[src/pwmpd_pkg.sv]
// Shared constants, register indexes and bus types for the PWM phase/duty generator.
`default_nettype none

package pwmpd_pkg;

  // Field widths
  localparam int DIVIDER_BITS  = 27;
  localparam int FRACTION_BITS = 16;
  localparam int RES_BITS      = 4;
  localparam int CFG_IDX_BITS  = 3;
  localparam int CFG_DATA_BITS = 32;

  // Largest period is 2^(2^RES_BITS) * 2^DIVIDER_BITS
  localparam int CNT_BITS  = (1 << RES_BITS) + DIVIDER_BITS;
  localparam int PER_BITS  = CNT_BITS + 1;
  localparam int DIVP_BITS = DIVIDER_BITS + 1;
  localparam int PROD_BITS = FRACTION_BITS + DIVP_BITS;
  localparam int SH_BITS   = PROD_BITS + (1 << RES_BITS);
  localparam int SHAMT_BITS = RES_BITS + 1;
  localparam int STEP_CNT_BITS = $clog2(CNT_BITS);

  // Reset values of the configuration registers
  localparam logic [RES_BITS-1:0]     RESET_RESOLUTION = RES_BITS'(7);
  localparam logic [DIVIDER_BITS-1:0] RESET_DIVIDER    = DIVIDER_BITS'(32768);

  // Configuration register indexes
  typedef enum logic [CFG_IDX_BITS-1:0] {
    REG_COUNT_ENABLE   = 3'd0,
    REG_RESOLUTION     = 3'd1,
    REG_CLOCK_DIVIDER  = 3'd2,
    REG_CHANNEL_ENABLE = 3'd3,
    REG_INVERT_OUTPUT  = 3'd4,
    REG_DUTY_FRACTION  = 3'd5,
    REG_PHASE_FRACTION = 3'd6
  } reg_idx_t;

  // Controller to datapath commands
  typedef struct packed {
    logic calc1;      // period and fraction products
    logic calc2;      // duty and phase counts
    logic calc3;      // derived thresholds
    logic take_item;  // capture the tick of an accepted word
    logic load_cnt;   // base <= counter (counter already in range)
    logic mod_start;  // start counter mod period
    logic mod_step;   // one remainder step
    logic load_rem;   // base <= remainder
    logic adv;        // advance counter when tick is set
    logic sum;        // shifted position before wrap
    logic out_load;   // load the result register
  } cmd_t;

  // Datapath to controller status
  typedef struct packed {
    logic enabled;
    logic cnt_in_range;
  } sts_t;

endpackage

`default_nettype wire

[src/pwmpd_if.sv]
// Channel interfaces: step input, result output and configuration write.
`default_nettype none

interface pwmpd_step_if;
  logic valid;
  logic ready;
  logic tick;
  modport source (output valid, output tick, input ready);
  modport sink   (input valid, input tick, output ready);
endinterface

interface pwmpd_result_if;
  logic                          valid;
  logic                          ready;
  logic                          pwm_level;
  logic [pwmpd_pkg::CNT_BITS-1:0] count_now;
  modport source (output valid, output pwm_level, output count_now, input ready);
  modport sink   (input valid, input pwm_level, input count_now, output ready);
endinterface

interface pwmpd_cfg_if;
  logic                               valid;
  logic                               ready;
  logic [pwmpd_pkg::CFG_IDX_BITS-1:0]  index;
  logic [pwmpd_pkg::CFG_DATA_BITS-1:0] data;
  modport source (output valid, output index, output data, input ready);
  modport sink   (input valid, input index, input data, output ready);
endinterface

`default_nettype wire

[src/pwm_phase_duty_generator_core.sv]
// Top level of the single-channel PWM generator with phase delay.
//
// Channels: step (sink) takes one word per time step, its tick bit set when a
// clock of the PWM elapses; result (source) returns one word per step with the
// channel level and the period counter after that step; cfg (sink) writes the
// seven registers by index and is always ready.
// Each word passes the states CHECK, ADV, SUM and FIN when enabled and the
// counter is within the period, or CHECK and FIN when disabled; result valid
// is registered from FIN. When a register change has left the counter at or
// above the new period, the remainder unit adds its MOD steps and MLOAD before
// ADV. One word is in work at a time, so the next word is taken only after FIN.
// After reset and after every register write, the period and the duty and
// phase thresholds are recomputed in CALC1 to CALC3, when step is not ready.
// Reset loads the register defaults and clears the counter.
// A finished result waits in the output register while the next word is
// taken; if result is stalled, that next word waits in its last step.
`default_nettype none

module pwm_phase_duty_generator_core (
  input wire logic         clk,
  input wire logic         rst,
  pwmpd_step_if.sink       step,
  pwmpd_result_if.source   result,
  pwmpd_cfg_if.sink        cfg
);

  pwmpd_pkg::cmd_t cmd;
  pwmpd_pkg::sts_t sts;
  logic            cfg_we;

  assign cfg.ready = 1'b1;
  assign cfg_we    = cfg.valid;

  pwmpd_ctrl u_ctrl (
    .clk        (clk),
    .rst        (rst),
    .step_valid (step.valid),
    .step_ready (step.ready),
    .cfg_we     (cfg_we),
    .out_ready  (result.ready),
    .out_valid  (result.valid),
    .cmd        (cmd),
    .sts        (sts)
  );

  pwmpd_datapath u_dp (
    .clk       (clk),
    .rst       (rst),
    .cmd       (cmd),
    .sts       (sts),
    .step_tick (step.tick),
    .cfg_we    (cfg_we),
    .cfg_index (cfg.index),
    .cfg_data  (cfg.data),
    .pwm_level (result.pwm_level),
    .count_now (result.count_now)
  );

endmodule

`default_nettype wire

[src/pwmpd_rem.sv]
// Restoring remainder unit: counter mod period, one dividend bit per step.
`default_nettype none

module pwmpd_rem (
  input  wire logic                           clk,
  input  wire logic                           start,
  input  wire logic                           step,
  input  wire logic [pwmpd_pkg::CNT_BITS-1:0] dividend,
  input  wire logic [pwmpd_pkg::PER_BITS-1:0] divisor,
  output logic      [pwmpd_pkg::CNT_BITS-1:0] remainder
);

  logic [pwmpd_pkg::CNT_BITS-1:0] dvd;
  logic [pwmpd_pkg::PER_BITS-1:0] rem;
  logic [pwmpd_pkg::PER_BITS-1:0] trial;

  // Shift in the next dividend bit; rem stays below divisor so its top bit is clear
  assign trial = {rem[pwmpd_pkg::PER_BITS-2:0], dvd[pwmpd_pkg::CNT_BITS-1]};

  always_ff @(posedge clk) begin
    if (start) begin
      dvd <= dividend;
      rem <= '0;
    end else if (step) begin
      dvd <= {dvd[pwmpd_pkg::CNT_BITS-2:0], 1'b0};
      rem <= (trial >= divisor) ? trial - divisor : trial;
    end
  end

  assign remainder = rem[pwmpd_pkg::CNT_BITS-1:0];

endmodule

`default_nettype wire

[src/pwmpd_ctrl.sv]
// Sequencing controller: threshold precompute, item steps and result handoff.
`default_nettype none

module pwmpd_ctrl (
  input  wire logic            clk,
  input  wire logic            rst,
  input  wire logic            step_valid,
  output logic                 step_ready,
  input  wire logic            cfg_we,
  input  wire logic            out_ready,
  output logic                 out_valid,
  output pwmpd_pkg::cmd_t      cmd,
  input  wire pwmpd_pkg::sts_t sts
);

  typedef enum logic [9:0] {
    S_CALC1 = 10'b0000000001,
    S_CALC2 = 10'b0000000010,
    S_CALC3 = 10'b0000000100,
    S_IDLE  = 10'b0000001000,
    S_CHECK = 10'b0000010000,
    S_MOD   = 10'b0000100000,
    S_MLOAD = 10'b0001000000,
    S_ADV   = 10'b0010000000,
    S_SUM   = 10'b0100000000,
    S_FIN   = 10'b1000000000
  } state_t;

  state_t state, state_next;
  logic [pwmpd_pkg::STEP_CNT_BITS-1:0] mod_cnt;
  logic out_free;

  assign out_free = !out_valid || out_ready;

  // Next state and commands
  always_comb begin
    state_next = state;
    cmd        = '0;
    step_ready = 1'b0;
    unique case (state)
      S_CALC1: begin
        cmd.calc1  = 1'b1;
        state_next = S_CALC2;
      end
      S_CALC2: begin
        cmd.calc2  = 1'b1;
        state_next = S_CALC3;
      end
      S_CALC3: begin
        cmd.calc3  = 1'b1;
        state_next = S_IDLE;
      end
      S_IDLE: begin
        step_ready = 1'b1;
        if (step_valid) begin
          cmd.take_item = 1'b1;
          state_next    = S_CHECK;
        end
      end
      S_CHECK: begin
        if (!sts.enabled) begin
          state_next = S_FIN;
        end else if (sts.cnt_in_range) begin
          cmd.load_cnt = 1'b1;
          state_next   = S_ADV;
        end else begin
          cmd.mod_start = 1'b1;
          state_next    = S_MOD;
        end
      end
      S_MOD: begin
        cmd.mod_step = 1'b1;
        if (mod_cnt == '0) state_next = S_MLOAD;
      end
      S_MLOAD: begin
        cmd.load_rem = 1'b1;
        state_next   = S_ADV;
      end
      S_ADV: begin
        cmd.adv    = 1'b1;
        state_next = S_SUM;
      end
      S_SUM: begin
        cmd.sum    = 1'b1;
        state_next = S_FIN;
      end
      S_FIN: begin
        if (out_free) begin
          cmd.out_load = 1'b1;
          state_next   = S_IDLE;
        end
      end
      default: state_next = S_CALC1;
    endcase
    // A register write invalidates the precomputed thresholds
    if (cfg_we) state_next = S_CALC1;
  end

  // State, step counter and result valid
  always_ff @(posedge clk) begin
    if (rst) begin
      state     <= S_CALC1;
      out_valid <= 1'b0;
      mod_cnt   <= '0;
    end else begin
      state <= state_next;
      if (cmd.out_load) out_valid <= 1'b1;
      else if (out_ready) out_valid <= 1'b0;
      if (cmd.mod_start) mod_cnt <= pwmpd_pkg::STEP_CNT_BITS'(pwmpd_pkg::CNT_BITS - 1);
      else if (cmd.mod_step) mod_cnt <= mod_cnt - 1'b1;
    end
  end

  a_load_when_free: assert property (@(posedge clk) disable iff (rst)
    cmd.out_load |-> out_free)
    else $error("result register overwritten while still held");

  a_mod_exit: assert property (@(posedge clk) disable iff (rst)
    (state == S_MOD) && (mod_cnt == '0) && !cfg_we |=> (state == S_MLOAD))
    else $error("remainder sequence did not finish after last step");

  a_accept_to_check: assert property (@(posedge clk) disable iff (rst)
    step_valid && step_ready && !cfg_we |=> (state == S_CHECK))
    else $error("accepted word not processed");

endmodule

`default_nettype wire

[src/pwmpd_datapath.sv]
// Datapath: configuration registers, thresholds, period counter and result register.
`default_nettype none

module pwmpd_datapath (
  input  wire logic                                clk,
  input  wire logic                                rst,
  input  wire pwmpd_pkg::cmd_t                     cmd,
  output pwmpd_pkg::sts_t                          sts,
  input  wire logic                                step_tick,
  input  wire logic                                cfg_we,
  input  wire logic [pwmpd_pkg::CFG_IDX_BITS-1:0]  cfg_index,
  input  wire logic [pwmpd_pkg::CFG_DATA_BITS-1:0] cfg_data,
  output logic                                     pwm_level,
  output logic      [pwmpd_pkg::CNT_BITS-1:0]      count_now
);

  // Configuration registers
  logic                                 count_enable;
  logic [pwmpd_pkg::RES_BITS-1:0]       resolution;
  logic [pwmpd_pkg::DIVIDER_BITS-1:0]   clock_divider;
  logic                                 channel_enable;
  logic                                 invert_output;
  logic [pwmpd_pkg::FRACTION_BITS-1:0]  duty_fraction;
  logic [pwmpd_pkg::FRACTION_BITS-1:0]  phase_fraction;

  // Thresholds
  logic [pwmpd_pkg::PER_BITS-1:0]   period;
  logic [pwmpd_pkg::PROD_BITS-1:0]  duty_prod;
  logic [pwmpd_pkg::PROD_BITS-1:0]  phase_prod;
  logic [pwmpd_pkg::PER_BITS-1:0]   duty_cnt;
  logic [pwmpd_pkg::PER_BITS-1:0]   phase_cnt;
  logic [pwmpd_pkg::PER_BITS-1:0]   per_minus_phase;
  logic [pwmpd_pkg::PER_BITS:0]     per_plus_duty;

  // Item state
  logic                             tick_q;
  logic [pwmpd_pkg::CNT_BITS-1:0]   counter;
  logic [pwmpd_pkg::CNT_BITS-1:0]   base;
  logic [pwmpd_pkg::PER_BITS:0]     pos;
  logic [pwmpd_pkg::CNT_BITS-1:0]   rem_out;

  logic [pwmpd_pkg::DIVP_BITS-1:0]  div_p1;
  logic [pwmpd_pkg::SHAMT_BITS-1:0] shamt;
  logic [pwmpd_pkg::SH_BITS-1:0]    duty_sh;
  logic [pwmpd_pkg::SH_BITS-1:0]    phase_sh;
  logic [pwmpd_pkg::PER_BITS-1:0]   base_inc;
  logic                             wrap;
  logic [pwmpd_pkg::CNT_BITS-1:0]   base_next;
  logic                             raw_level;
  logic                             level;

  // Register writes; bits above each width are dropped, unknown indexes ignored
  always_ff @(posedge clk) begin
    if (rst) begin
      count_enable   <= 1'b0;
      resolution     <= pwmpd_pkg::RESET_RESOLUTION;
      clock_divider  <= pwmpd_pkg::RESET_DIVIDER;
      channel_enable <= 1'b0;
      invert_output  <= 1'b0;
      duty_fraction  <= '0;
      phase_fraction <= '0;
    end else if (cfg_we) begin
      unique case (cfg_index)
        pwmpd_pkg::REG_COUNT_ENABLE:   count_enable <= cfg_data[0];
        pwmpd_pkg::REG_RESOLUTION:
          resolution <= cfg_data[pwmpd_pkg::RES_BITS-1:0];
        pwmpd_pkg::REG_CLOCK_DIVIDER:
          clock_divider <= cfg_data[pwmpd_pkg::DIVIDER_BITS-1:0];
        pwmpd_pkg::REG_CHANNEL_ENABLE: channel_enable <= cfg_data[0];
        pwmpd_pkg::REG_INVERT_OUTPUT:  invert_output  <= cfg_data[0];
        pwmpd_pkg::REG_DUTY_FRACTION:
          duty_fraction <= cfg_data[pwmpd_pkg::FRACTION_BITS-1:0];
        pwmpd_pkg::REG_PHASE_FRACTION:
          phase_fraction <= cfg_data[pwmpd_pkg::FRACTION_BITS-1:0];
        default: ;
      endcase
    end
  end

  // period = (divider+1) << (resolution+1); fraction*period = (fraction*(divider+1)) << shift
  assign div_p1   = {1'b0, clock_divider} + 1'b1;
  assign shamt    = {1'b0, resolution} + 1'b1;
  assign duty_sh  = pwmpd_pkg::SH_BITS'(duty_prod) << shamt;
  assign phase_sh = pwmpd_pkg::SH_BITS'(phase_prod) << shamt;

  always_ff @(posedge clk) begin
    if (cmd.calc1) begin
      period     <= pwmpd_pkg::PER_BITS'(div_p1) << shamt;
      duty_prod  <= pwmpd_pkg::PROD_BITS'(duty_fraction) * pwmpd_pkg::PROD_BITS'(div_p1);
      phase_prod <= pwmpd_pkg::PROD_BITS'(phase_fraction) * pwmpd_pkg::PROD_BITS'(div_p1);
    end
    if (cmd.calc2) begin
      duty_cnt  <= duty_sh[pwmpd_pkg::FRACTION_BITS +: pwmpd_pkg::PER_BITS];
      phase_cnt <= phase_sh[pwmpd_pkg::FRACTION_BITS +: pwmpd_pkg::PER_BITS];
    end
    if (cmd.calc3) begin
      per_minus_phase <= period - phase_cnt;
      per_plus_duty   <= {1'b0, period} + {1'b0, duty_cnt};
    end
  end

  // Counter mod period for a counter left beyond a shortened period
  pwmpd_rem u_rem (
    .clk       (clk),
    .start     (cmd.mod_start),
    .step      (cmd.mod_step),
    .dividend  (counter),
    .divisor   (period),
    .remainder (rem_out)
  );

  // Advance of the in-range counter value
  assign base_inc  = {1'b0, base} + 1'b1;
  assign wrap      = (base_inc == period);
  assign base_next = wrap ? '0 : base_inc[pwmpd_pkg::CNT_BITS-1:0];

  always_ff @(posedge clk) begin
    if (rst) begin
      counter <= '0;
    end else if (cmd.adv && tick_q) begin
      counter <= base_next;
    end
  end

  always_ff @(posedge clk) begin
    if (cmd.take_item) tick_q <= step_tick;
    if (cmd.load_cnt) base <= counter;
    else if (cmd.load_rem) base <= rem_out;
    else if (cmd.adv && tick_q) base <= base_next;
    if (cmd.sum) pos <= {1'b0, {1'b0, base} + per_minus_phase};
  end

  // pos is below twice the period; compare against duty on either side of the wrap
  assign raw_level = (pos >= {1'b0, period}) ? (pos < per_plus_duty)
                                             : (pos < {1'b0, duty_cnt});
  assign level = sts.enabled & (raw_level ^ invert_output);

  // Result register
  always_ff @(posedge clk) begin
    if (cmd.out_load) begin
      pwm_level <= level;
      count_now <= counter;
    end
  end

  assign sts.enabled      = count_enable & channel_enable;
  assign sts.cnt_in_range = ({1'b0, counter} < period);

  a_counter_in_range: assert property (@(posedge clk) disable iff (rst)
    cmd.adv && tick_q |=> ({1'b0, counter} < period))
    else $error("counter advanced out of period");

  a_base_in_range: assert property (@(posedge clk) disable iff (rst)
    cmd.sum |-> ({1'b0, base} < period))
    else $error("shifted position taken from unreduced counter");

  a_thresholds: assert property (@(posedge clk) disable iff (rst)
    cmd.calc3 |-> (duty_cnt < period) && (phase_cnt < period))
    else $error("duty or phase count not below period");

endmodule

`default_nettype wire

[src/flat_wrapper.sv]
// flat-port wrapper written by rule: the top's interface ports become plain ports
module pwm_phase_duty_generator_core_flat 
  (clk, rst, step_valid, step_tick, step_ready, result_valid, result_pwm_level, result_count_now, result_ready, cfg_valid, cfg_index, cfg_data, cfg_ready);
  pwmpd_step_if step_i ();
  pwmpd_result_if result_i ();
  pwmpd_cfg_if cfg_i ();
  input wire logic clk;
  input wire logic rst;
  input wire logic [$bits(step_i.valid)-1:0] step_valid;
  input wire logic [$bits(step_i.tick)-1:0] step_tick;
  output wire logic [$bits(step_i.ready)-1:0] step_ready;
  output wire logic [$bits(result_i.valid)-1:0] result_valid;
  output wire logic [$bits(result_i.pwm_level)-1:0] result_pwm_level;
  output wire logic [$bits(result_i.count_now)-1:0] result_count_now;
  input wire logic [$bits(result_i.ready)-1:0] result_ready;
  input wire logic [$bits(cfg_i.valid)-1:0] cfg_valid;
  input wire logic [$bits(cfg_i.index)-1:0] cfg_index;
  input wire logic [$bits(cfg_i.data)-1:0] cfg_data;
  output wire logic [$bits(cfg_i.ready)-1:0] cfg_ready;
  assign step_i.valid = step_valid;
  assign step_i.tick = step_tick;
  assign step_ready = step_i.ready;
  assign result_valid = result_i.valid;
  assign result_pwm_level = result_i.pwm_level;
  assign result_count_now = result_i.count_now;
  assign result_i.ready = result_ready;
  assign cfg_i.valid = cfg_valid;
  assign cfg_i.index = cfg_index;
  assign cfg_i.data = cfg_data;
  assign cfg_ready = cfg_i.ready;
  pwm_phase_duty_generator_core u_core (.clk(clk), .rst(rst), .step(step_i), .result(result_i), .cfg(cfg_i));
endmodule
[config.mk]
export PLATFORM = sky130hd
export DESIGN_NAME = pwm_phase_duty_generator_core_flat
export DESIGN_NICKNAME = d
export VERILOG_FILES = /design/src/pwmpd_pkg.sv /design/src/pwmpd_if.sv /design/src/pwm_phase_duty_generator_core.sv /design/src/pwmpd_rem.sv /design/src/pwmpd_ctrl.sv /design/src/pwmpd_datapath.sv /design/src/flat_wrapper.sv
export SDC_FILE = /design/constraint.sdc
export NUM_CORES = 2
export LEC_CHECK = 0
export BUFFER_PORTS_ARGS = -buffer_cell sky130_fd_sc_hd__buf_2
export CORE_ASPECT_RATIO = 0.6
export CORE_MARGIN = 2
export CORE_UTILIZATION = 50
export CTS_BUF_LIST = sky130_fd_sc_hd__clkbuf_8
export DETAILED_ROUTE_END_ITERATION = 10
export PLACE_DENSITY = 0.66
export SETUP_SLACK_MARGIN = 0.3
export SYNTH_ARGS = -nofsm -noshare
export SYNTH_HDL_FRONTEND = slang
export SYNTH_SLANG_ARGS = --single-unit
[constraint.sdc]
create_clock -name clk -period 13.71 [get_ports clk]
set_input_delay 0.6855 -clock clk [delete_from_list [all_inputs] [get_ports clk]]
set_output_delay 0.6855 -clock clk [all_outputs]
set_load 0.005 [all_outputs]
==> results.cfg <==
[yosys]
synth-seq-cells = 653
synth_area_mm2 = 0.0725
synth-edff-count = 484
synthesis.nets = 9255
synth_compound_area_share_pct = 13.3
syn_avg_cell_area_um2 = 9.18
yosysUniqueCellTypes = 90
synth_flop_cell = edfxtp_1
synthAdderAreaFrac_pct = 30.1
syn_inst = 7903
synth_seq_area_share_pct = 24.7
synth_simple_gate_area_share_pct = 15.5
async_flop_share_pct = 0
synth.yosys.warnings = 0
synth_xor_area_share_pct = 4.09
synth_top_family_by_area = adder cells
synth_mux_area_share_pct = 4.75

[setup_path]
reg2reg_from = u_core.u_dp.clock_divider[6]$_SDFFE_PP0P_
critPathKind = reg -> reg
critPathTopFamily = adder cells
cp-start-kind = flip-flop
timing.rr.end = u_core.u_dp.duty_prod[43]$_DFFE_PP_
path_max_fanout = 17
slowest_stage = xor2_2
required_ns = 14.32
critPathBufInv = 4
critPathMaxStageDelay_ns = 0.91
cp-end-kind = flip-flop
crit_path_frequent_cell = fa_1
r2r_slack_ns = 4.07
reg2reg_depth = 27
crit_arrival_ns = 10.25

[global_routing]
track_usage_pct = 32.3
grt_remaining_overflow = 0
grt_pass1_vias = 57800
antenna_found_initial = 20
grt_pass1_wl_mm = 363
grt_max_degree = 134

[floorplan]
core_mm2 = 0.144
num_rows = 108
ios = 88
die_h_um = 299
start_util_pct = 50.3
die_x_um = 496
die_area_mm2 = 0.148

[timing]
finalSetupViolCount = 0
hold_violations = 0
fin_skew_ns = 0.0737
fin_crit_ns = 9.64
fin_crit_sh_pct = 70.3
rsz0062_at_grt = no
tns_ns = 0
slew_headroom_pct = 7.03
fmax_ghz = 0.104
tightest_slew_ns = 1.38
drv_slew = 0

[cells_and_area]
layout.nets = 9154
regArea_mm2 = 0.0179
layout-drive-gt1-share_pct = 7.08
final_cell_count_no_fill = 9832
fillers = 13200
syn_to_final_growth_pct = 6.53
multi_input_area_mm2 = 0.0495

[place]
place_hpwl_mm = 185
dpl.cell_count = 9610
io_buffers = 81
gp_congestion = 1.04

[pwr]
vdd_drop_max_uv = 72.5
power.share.clock_pct = 35.3
power.density_mw_per_mm2 = 70.4
p_int_uw = 3600
switching_share_pct = 33.8
p_comb_share_pct = 22.5
p_leak_uw = 0.0348
seq_power_share_pct = 42.2
switching_power_uw = 1840

[clock_network]
clockRootBuffer = clkbuf_8
cts_hold_buf = 6
cts_setup_buffers = 0
post_cts_resized = 0
clkSlewWorstSetupHoldPaths_ns = 0.07
clockBufferDepth = 3
h-tree-depth = 3
cts.sinks = 653
clock_latency_ns = 0.90
numCtsBuffers = 109
tritoncts = built

[detailed_routing]
drt_iter0_drc = 6768
wl_per_cell_um = 24.3
remaining_drc_errors = 0
postRouteAntennaNets = 0
vias_per_cell = 6.03
wl_mm = 239
dr.pass1.iters = 6
num_vias = 59300

[hold_path]
min_path_cells = 3
min_to = u_core.u_dp.clock_divider[15]$_SDFFE_PP1P_
hp-class = in -> reg
min_from = cfg_data[15]

[outcome]
status = finished, final reports clean

[job]
cap_violations = 0
worst max path at each step:
stage                                                         start                             endpoint  depth (start not counted)
after floorplan                 u_core.u_ctrl.state[6]$_SDFFE_PP0P_  u_core.u_ctrl.state[1]$_SDFFE_PP0P_                          5
after global placement    u_core.u_dp.clock_divider[5]$_SDFFE_PP0P_  u_core.u_dp.duty_prod[43]$_DFFE_PP_                         28
after detailed placement  u_core.u_dp.clock_divider[5]$_SDFFE_PP0P_  u_core.u_dp.duty_prod[43]$_DFFE_PP_                         27
after CTS                 u_core.u_dp.clock_divider[5]$_SDFFE_PP0P_  u_core.u_dp.duty_prod[43]$_DFFE_PP_                         27
after global routing      u_core.u_dp.clock_divider[5]$_SDFFE_PP0P_  u_core.u_dp.duty_prod[43]$_DFFE_PP_                         28
final                     u_core.u_dp.clock_divider[6]$_SDFFE_PP0P_  u_core.u_dp.duty_prod[43]$_DFFE_PP_                         27
registers in the layout (all words and copies together), names as in the netlist, 4 cells and up:
name / count
u_core.u_dp.per_plus_duty: 45
u_core.u_dp.duty_cnt: 44
u_core.u_dp.duty_prod: 44
u_core.u_dp.per_minus_phase: 44
u_core.u_dp.period: 44
u_core.u_dp.phase_cnt: 44
u_core.u_dp.phase_prod: 44
u_core.u_dp.pos: 44
u_core.u_dp.base: 43
u_core.u_dp.count_now: 43
u_core.u_dp.counter: 43
u_core.u_dp.u_rem.dvd: 43
u_core.u_dp.u_rem.rem: 43
u_core.u_dp.clock_divider: 27
u_core.u_dp.duty_fraction: 16
u_core.u_dp.phase_fraction: 16
u_core.u_ctrl.state: 10
u_core.u_ctrl.mod_cnt: 6
u_core.u_dp.resolution: 4
placed cells by master (no fill, tap or decap), drive strengths merged, types with 159 or more instances in the layout:
master and n:
nand2 1065, inv 1062, fa 728, ha 583, edfxtp 484, a21oi 463
and2 400, o21ai 395, nor2 298, xnor2 223, buf 183, a21o 180
dfxtp 169, mux2i 159
stage by stage:
stage | hold WS (ns) | setup slack, ns | utilization, % | cell area (um2) | total power (uW)
global placement | 0.443 | 4.34 | 51.9 | 74900 | 3470
floorplan | 0.457 | 1.92 | - | 72500 | 3070
global route | 0.0381 | 3.50 | 53.5 | 77300 | 5640
detailed placement | 0.448 | 4.26 | 51.9 | 74900 | 3490
CTS | 0.0120 | 4.21 | 53.5 | 77300 | 5400
finish | 0.0640 | 4.07 | 53.6 | 77300 | 5440
worst reg2reg max path, delay by kind of cell, from the launching register on:
kind            cells  cell delay [ns]
xor+xnor            2             0.99
fa+ha+maj           7             3.29
buf+inv             4             0.66
flops               1             0.45
simple gates        8             2.50
compound gates      6             1.47
logic make-up after synthesis:
logic type                 after synthesis
DFF                                    653
and+or+nand+nor                       2366
AOI/OAI and AO/OA                     1540
muxes                                  278
adders and majority gates             1311
buffers and inverters                 1423
xor gates and xnor gates               331
other                                    1
final cells by class:
cell class | count | area share (%)
Antenna cell | 9 | 0.0291
Clock buffer | 121 | 2.15
Multi-Input combinational cell | 5827 | 64.1
Sequential cell | 653 | 23.2
Inverter | 1022 | 4.97
Clock inverter | 86 | 0.842
Tap cell | 1925 | 3.12
Timing Repair Buffer | 189 | 1.61
synth_stat cells (24+ instances only):
| library cell | n | share of area (%) |
|---|---|---|
| nand2_1 | 1065 | 5.5 |
| dfxtp_1 | 169 | 4.7 |
| o21ai_1 | 74 | 0.51 |
| o21bai_1 | 42 | 0.43 |
| mux4_2 | 46 | 1.4 |
| clkbuf_1 | 340 | 1.8 |
| nor2b_1 | 90 | 0.78 |
| nand4_1 | 96 | 0.83 |
| nand2b_1 | 48 | 0.41 |
| mux2i_1 | 159 | 2.2 |
| o211ai_1 | 32 | 0.33 |
| o21a_1 | 43 | 0.44 |
| inv_1 | 1021 | 5.3 |
| a21oi_1 | 463 | 3.2 |
| nor2_1 | 298 | 1.5 |
| edfxtp_1 | 484 | 20 |
| o21ai_0 | 311 | 2.1 |
| and2_1 | 399 | 3.4 |
| ha_1 | 583 | 10 |
| mux2_2 | 73 | 1.1 |
| xnor2_1 | 223 | 2.7 |
| a31oi_1 | 40 | 0.34 |
| nand3_1 | 115 | 0.79 |
| a21o_1 | 180 | 1.9 |
| fa_1 | 728 | 20 |
| a211oi_1 | 58 | 0.60 |
| xor2_1 | 103 | 1.2 |
| o22ai_1 | 34 | 0.29 |
| a22oi_1 | 52 | 0.54 |
| buf_1 | 30 | 0.16 |
| nor3_1 | 84 | 0.58 |
| nor4_1 | 24 | 0.21 |
| and3_1 | 61 | 0.53 |
power by group through the flow:
stage | combinational (uW) | clock, uW | sequential [uW]
after floorplan | 769 | 0 | 2300
after global placement | 1140 | 0 | 2330
after detailed placement | 1150 | 0 | 2330
after CTS | 1160 | 1940 | 2290
after global routing | 1300 | 2040 | 2300
final | 1220 | 1920 | 2300
metal layers:
layer	GRT usage (%)	vias up	part of all wire, %
met4	5.46	4	1.6
met3	13.6	294	14
met2	41.1	2928	37
met5	0	-	0.0096
met1	50.5	29600	47
li1	-	26500	-
(Power assumes the default switching activity.)
